File: config.mk
export PLATFORM = sky130hd
export DESIGN_NAME = tcce_ctrl
export DESIGN_NICKNAME = d
export VERILOG_FILES = /design/src/tcce_pkg.sv /design/src/tcce_ctrl.sv
export SDC_FILE = /design/constraint.sdc
export NUM_CORES = 1
export LEC_CHECK = 0
export ABC_AREA = 1
export BUFFER_PORTS_ARGS = -buffer_cell sky130_fd_sc_hd__buf_2
export CELL_PAD_IN_SITES_DETAIL_PLACEMENT = 0
export CELL_PAD_IN_SITES_GLOBAL_PLACEMENT = 1
export CORE_AREA = 2 2 39 41
export CTS_BUF_LIST = sky130_fd_sc_hd__clkbuf_2
export CTS_CLUSTER_SIZE = 8
export DETAILED_ROUTE_END_ITERATION = 16
export DIE_AREA = 0 0 41 43
export GPL_TIMING_DRIVEN = 0
export HOLD_SLACK_MARGIN = 0.15
export PLACE_DENSITY_LB_ADDON = 0.05
export SYNTH_ARGS = -nofsm -noshare
export SYNTH_HDL_FRONTEND = slang
export SYNTH_SLANG_ARGS = --single-unit
File: constraint.sdc
create_clock -name clock -period 1.9 [get_ports clock]
set_input_delay 0.19 -clock clock [delete_from_list [all_inputs] [get_ports clock]]
set_output_delay 0.19 -clock clock [all_outputs]
set_load 0.01 [all_outputs]
File: src/tcce_pkg.sv
`timescale 1ns / 1ps
`default_nettype none

package tcce_pkg;

   // Widths of the channel fields and configuration registers.
   localparam int OP_W         = 1;
   localparam int CHAR_W       = 8;
   localparam int COL_FIELD_W  = 7;
   localparam int ROW_FIELD_W  = 6;
   localparam int COLS_CFG_W   = 8;
   localparam int ROWS_CFG_W   = 7;
   localparam int CSR_IDX_W    = 1;
   localparam int CSR_DATA_W   = 8;

   // Width used for all column and row comparisons; covers every grid size.
   localparam int CMP_W        = 10;

   localparam int TAB_STOP     = 4;

   localparam logic [COLS_CFG_W-1:0] COLS_RESET = 8'd80;
   localparam logic [ROWS_CFG_W-1:0] ROWS_RESET = 7'd25;

   localparam logic [OP_W-1:0] OP_CHAR = 1'b0;
   localparam logic [OP_W-1:0] OP_READ = 1'b1;

   localparam logic [CSR_IDX_W-1:0] CSR_COLS_IN_USE = 1'b0;
   localparam logic [CSR_IDX_W-1:0] CSR_ROWS_IN_USE = 1'b1;

   localparam logic [CHAR_W-1:0] CHAR_BS    = 8'h08;
   localparam logic [CHAR_W-1:0] CHAR_HT    = 8'h09;
   localparam logic [CHAR_W-1:0] CHAR_LF    = 8'h0A;
   localparam logic [CHAR_W-1:0] CHAR_VT    = 8'h0B;
   localparam logic [CHAR_W-1:0] CHAR_FF    = 8'h0C;
   localparam logic [CHAR_W-1:0] CHAR_CR    = 8'h0D;
   localparam logic [CHAR_W-1:0] CHAR_SPACE = 8'h20;
   localparam logic [CHAR_W-1:0] CHAR_DEL   = 8'h7F;

   typedef enum logic [2:0] {
      ST_INIT,
      ST_IDLE,
      ST_CLEAR,
      ST_COPY,
      ST_COPY_END,
      ST_FILL,
      ST_DONE
   } ctrl_state_type;

   typedef enum logic [1:0] {
      SCAN_CLEAR,
      SCAN_COPY,
      SCAN_FILL
   } scan_mode_type;

   typedef struct packed {
      logic          accept;
      logic          scan_start;
      logic          scan_step;
      scan_mode_type mode;
      logic          out_load;
   } ctl_cmd_type;

   typedef struct packed {
      logic need_clear;
      logic need_copy;
      logic need_fill;
      logic scan_last;
   } dp_status_type;

endpackage

`default_nettype wire

File: src/tcce_ctrl.sv
`timescale 1ns / 1ps
`default_nettype none

module tcce_ctrl import tcce_pkg::*; (
   input  wire logic          clock,
   input  wire logic          reset,
   input  wire logic          req_valid,
   output logic               req_ready,
   output logic               rsp_valid,
   input  wire logic          rsp_ready,
   output ctl_cmd_type        cmd,
   input  wire dp_status_type status
);

   ctrl_state_type state_ff, state_in;
   logic           rsp_valid_ff, rsp_valid_in;

   always_ff @(posedge clock) begin
      if (reset) begin
         state_ff     <= ST_INIT;
         rsp_valid_ff <= 1'b0;
      end else begin
         state_ff     <= state_in;
         rsp_valid_ff <= rsp_valid_in;
      end
   end

   always_comb begin
      state_in       = state_ff;
      req_ready      = 1'b0;
      cmd.accept     = 1'b0;
      cmd.scan_start = 1'b0;
      cmd.scan_step  = 1'b0;
      cmd.mode       = SCAN_CLEAR;
      cmd.out_load   = 1'b0;

      case (state_ff)
         ST_INIT: begin
            cmd.scan_step = 1'b1;
            cmd.mode      = SCAN_CLEAR;
            if (status.scan_last) begin
               state_in = ST_IDLE;
            end
         end
         ST_IDLE: begin
            req_ready = 1'b1;
            if (req_valid) begin
               cmd.accept = 1'b1;
               if (status.need_clear) begin
                  cmd.scan_start = 1'b1;
                  cmd.mode       = SCAN_CLEAR;
                  state_in       = ST_CLEAR;
               end else if (status.need_copy) begin
                  cmd.scan_start = 1'b1;
                  cmd.mode       = SCAN_COPY;
                  state_in       = ST_COPY;
               end else if (status.need_fill) begin
                  cmd.scan_start = 1'b1;
                  cmd.mode       = SCAN_FILL;
                  state_in       = ST_FILL;
               end else begin
                  state_in = ST_DONE;
               end
            end
         end
         ST_CLEAR: begin
            cmd.scan_step = 1'b1;
            cmd.mode      = SCAN_CLEAR;
            if (status.scan_last) begin
               state_in = ST_DONE;
            end
         end
         ST_COPY: begin
            cmd.scan_step = 1'b1;
            cmd.mode      = SCAN_COPY;
            if (status.scan_last) begin
               state_in = ST_COPY_END;
            end
         end
         ST_COPY_END: begin
            // The last copied cell is written in this cycle.
            cmd.scan_start = 1'b1;
            cmd.mode       = SCAN_FILL;
            state_in       = ST_FILL;
         end
         ST_FILL: begin
            cmd.scan_step = 1'b1;
            cmd.mode      = SCAN_FILL;
            if (status.scan_last) begin
               state_in = ST_DONE;
            end
         end
         ST_DONE: begin
            if (!rsp_valid_ff || rsp_ready) begin
               cmd.out_load = 1'b1;
               state_in     = ST_IDLE;
            end
         end
         default: begin
            state_in = ST_INIT;
         end
      endcase

      if (cmd.out_load) begin
         rsp_valid_in = 1'b1;
      end else if (rsp_ready) begin
         rsp_valid_in = 1'b0;
      end else begin
         rsp_valid_in = rsp_valid_ff;
      end
   end

   assign rsp_valid = rsp_valid_ff;

endmodule

`default_nettype wire

=== After elaboration in Yosys (flattened, before gate mapping) ===
Cells that the tools add are included.

* Flip-flop bits (word level): 4
* Output and inout bits: 8
* Logic and storage cells: 47

* Reduce and logical (&&, ||, !) cells: 8
* Mux-type cells: 26
* Equal/unequal tests: 11

{| class="wikitable"
|+ Operators by type and width
! operator !! number
|-
| 3-bit two-way mux || 7
|-
| 3-bit case mux with 6 select lines || 1
|-
| 2-bit two-way mux || 6
|-
| 1-bit two-way mux || 10
|-
| 3-bit equality test, second input constant || 3
|-
| 2-bit inequality test, second input constant || 4
|-
| 3-bit by 2-bit equality test with 1-bit output, second input constant || 2
|-
| 2-bit case mux with 3 select lines || 1
|-
| 5-bit AND reduction || 1
|-
| 2-bit OR reduction || 2
|-
| 4-bit OR reduction || 1
|-
| 3-bit by 1-bit equality test with 1-bit output, second input constant || 1
|-
| 3-bit logical NOT || 1
|-
| 2-bit by 1-bit inequality test with 1-bit output, second input constant || 1
|-
| 1-bit case mux with 2 select lines || 1
|-
| 2-bit nonzero test || 1
|-
| 1-bit logical NOT || 1
|-
| 1-bit logical OR || 1
|}

=== Depth between registers and ports, before layout ===
* Word-level depth: 5
* Mapped depth: 9

=== Worst setup path before layout ===
OpenSTA, ideal clock, no wires.

* Path kind: register to output
* From: reg state_ff[1]
* To: out cmd[2] (netlist name)
* Cell stages (with the launch flop): 8
* Required time: 1.710 ns
* Arrival time: 1.180 ns
* Setup slack: 0.530 ns
* Cell sequence: dfxtp_1 inv_2 nand2_2 nor2_2 inv_2 nor2_2 inv_2 o21ai_1

{| class="wikitable"
|+ RTL lines
! item !! line !! text
|-
| from (decl) || tcce_ctrl.sv:15 || <nowiki>ctrl_state_type state_ff, state_in;</nowiki>
|-
| from (signal assigned) || tcce_ctrl.sv:23 || <nowiki>state_ff <= state_in;</nowiki>
|-
| to (decl) || tcce_ctrl.sv:11 || <nowiki>output ctl_cmd_type cmd,</nowiki>
|}

==> results.toml <==
[pwr]
p_per_area_nw_per_um2 = 1200
p_leak_nw = 0.264
peakVddDrop_mv = 0.342

[route]
wire_per_inst_um = 8.92
vias_per_cell = 4.40
final_antenna_net_count = 0
drc = 0
drtPass1Iterations = 2
num_vias = 418
wl_um = 847
drt_iter0_drc = 3

[critical_path]
cp_cell_sequence = "inv_2 > nand2_2 > nor2_2 > inv_2 > nor2_2 > inv_2 > o32ai_1 > buf_2"
ff2ff_path_depth = 8
critical_path.max_fanout = 5
slowest_stage = "dfxtp_1"
r2r-end = "state_ff[0]"
r2r_slack_ns = 0.68
end_kind = "primary output"
critPathRequiredTime_ns = 1.71
max_stage_delay_ns = 0.35
reg2reg_from = "state_ff[1]"
cp-start-kind = "flip-flop"
cp_data_arrival_time_ns = 1.43
cpMostUsedCell = "inv_2"
crit_type = "reg2out"

[die]
die_w_um = 41
die_area_sq_um = 1760
num_rows = 14
core_sq_um = 1380
die_h_um = 43
ioPinCount = 16
start_util_pct = 26.6

[timing]
fin_worst_skew_ns = 0.00441
setup_tns_ns = 0
fin_crit_ns = 1.62
setup_viol = 0
hold_viol = 0
relSlewSlack_pct = 82.9
drv_slew = 0
tightestPinTransition_ns = 0.255
finalCritPeriodShare_pct = 85.3
rsz0062_at_grt = "no"
fmax_ghz = 0.617

[job]
max_cap_violations = 0

[logic_synthesis]
synth-seq-area-share_pct = 21.8
yosysWarnings = 0
synth_cell_types = 19
synth_most_common_cell = "nand2_1"
synth_largest_area_cell = "dfxtp_1"
async_flop_share_pct = 0
syn_nets = 68
avgSynthCellArea_sq_um = 6.13
synth_cells = 60
synth_top_area_share_pct = 21.8
synth_area_leaders = "dfxtp_1 (22%), nand2_1 (14%), nand2_4 (9.2%), inv_1 (7.1%), nand3_1 (6.8%)"
synth_seq_cells = 4
synth-edff-count = 0
synthFlopType = "dfxtp_1"
ys_top_cells_by_count = "nand2_1 (14), inv_1 (7), nand3_1 (5)"
synth_area_sq_um = 368

[hold_path]
holdCritStartpoint = "rsp_ready"
hold_class = "in2reg"
hold_path_depth = 3
min_to = "rsp_valid"

[grt]
antenna_found_initial = 0
grt_max_degree = 8
grt_pass1_wl_um = 1380
grt_pass1_vias = 362
grt-ovfl-total = 0
groute.usage.overall_pct = 11.8

[place]
dp.final_hpwl_um = 719
gp_congestion = 0.700
io_buffers = 15

[clocking]
cts_hold_buf = 1
clock_sinks = 4
cts_buffers = 3
cts_resized = 0
cts.path.max_buffers = 2
path_clk_slew_ns = 0.04
htree_levels = 1
ctsRootBufferMaster = "clkbuf_2"
clkLatencyLatePin_ns = 0.20
cts_tree = "done"
cts_setup_buffers = 0

[layout]
syn2layout_area_growth_pct = 32.7
final_nets = 89
fin_util_pct = 35.3
antenna_cells = 0
drive_gt1_share_pct = 41.8

[outcome]
status = "finished clean"
==> cells by family (layout without fill, tap and decap cells) <==
group | Yosys count | in the layout | synth area share (%)
AND/OR/NAND/NOR | 36 | 36 | 51.7
buffers and inverters | 12 | 31 | 13.3
AO/OA/AOI/OAI | 8 | 8 | 13.3
flip-flops | 4 | 4 | 21.8
==> through the flow <==
| stage | area (sq um) | hold slack (ns) | setup slack, ns | total power, mW | std cells |
|---|---|---|---|---|---|
| floorplan | 368 | 0.259 | 0.530 | 0.415 | 60 |
| global placement | 463 | 0.360 | 0.486 | 0.522 | 91 |
| detailed placement | 463 | 0.362 | 0.467 | 0.517 | 91 |
| CTS | 488 | 0.331 | 0.226 | 0.598 | 95 |
| global route | 488 | 0.327 | 0.139 | 0.657 | 95 |
| finish | 488 | 0.343 | 0.280 | 0.584 | 95 |
==> cell usage in the layout, fill, tap and decap left out, types with 4 or more instances in the layout <==
cell,n
inv_2,4
inv_1,7
nand2_1,14
buf_2,15
dfxtp_1,4
nand3_1,5
nor2_1,4
==> layout make-up <==
cell class                      instances  area (sq um)
Fill cell                             171           896
Multi-Input combinational cell         44           239
Timing Repair Buffer                   16          85.1
Sequential cell                         4          80.1
Inverter                               11          41.3
Tap cell                               16          20.0
Clock buffer                            3          15.0
Buffer                                  1          7.51
==> worst max-delay path: cells and delay by family (launching register included) <==
kind | cells | cell delay, ns
buffers and inverters | 4 | 0.37
AND/OR/NAND/NOR | 3 | 0.41
flip-flops | 1 | 0.35
AO/OA/AOI/OAI | 1 | 0.10
==> state kept, by name, indices dropped and copies added, names as in the netlist <==
register   cells
rsp_valid      1
state_ff       3
==> worst max path at each step <==
| stage | start | end | slack (ns) |
|---|---|---|---|
| floorplan | state_ff[1] | cmd[2] | 0.53 |
| CTS | state_ff[1] | cmd[4] | 0.23 |
| global placement | state_ff[1] | cmd[4] | 0.49 |
| global route | state_ff[1] | cmd[4] | 0.14 |
| detailed placement | state_ff[1] | cmd[4] | 0.47 |
| finish | state_ff[1] | cmd[4] | 0.28 |
==> per-layer routing <==
metal  track usage, %  up-vias  part of all wire (%)
met3             3.14        2                   5.4
met1             13.1      177                    47
li1                 -      230                     -
met2             17.5        9                    46
met5                0        -                     0
met4             10.0        0                   1.4
==> where the power goes <==
part	switching, mW	internal [mW]
combinational	0.226	0.141
sequential	0.0349	0.109
clock	0.0314	0.0424
No activity file was read; power rests on OpenSTA's default activity.
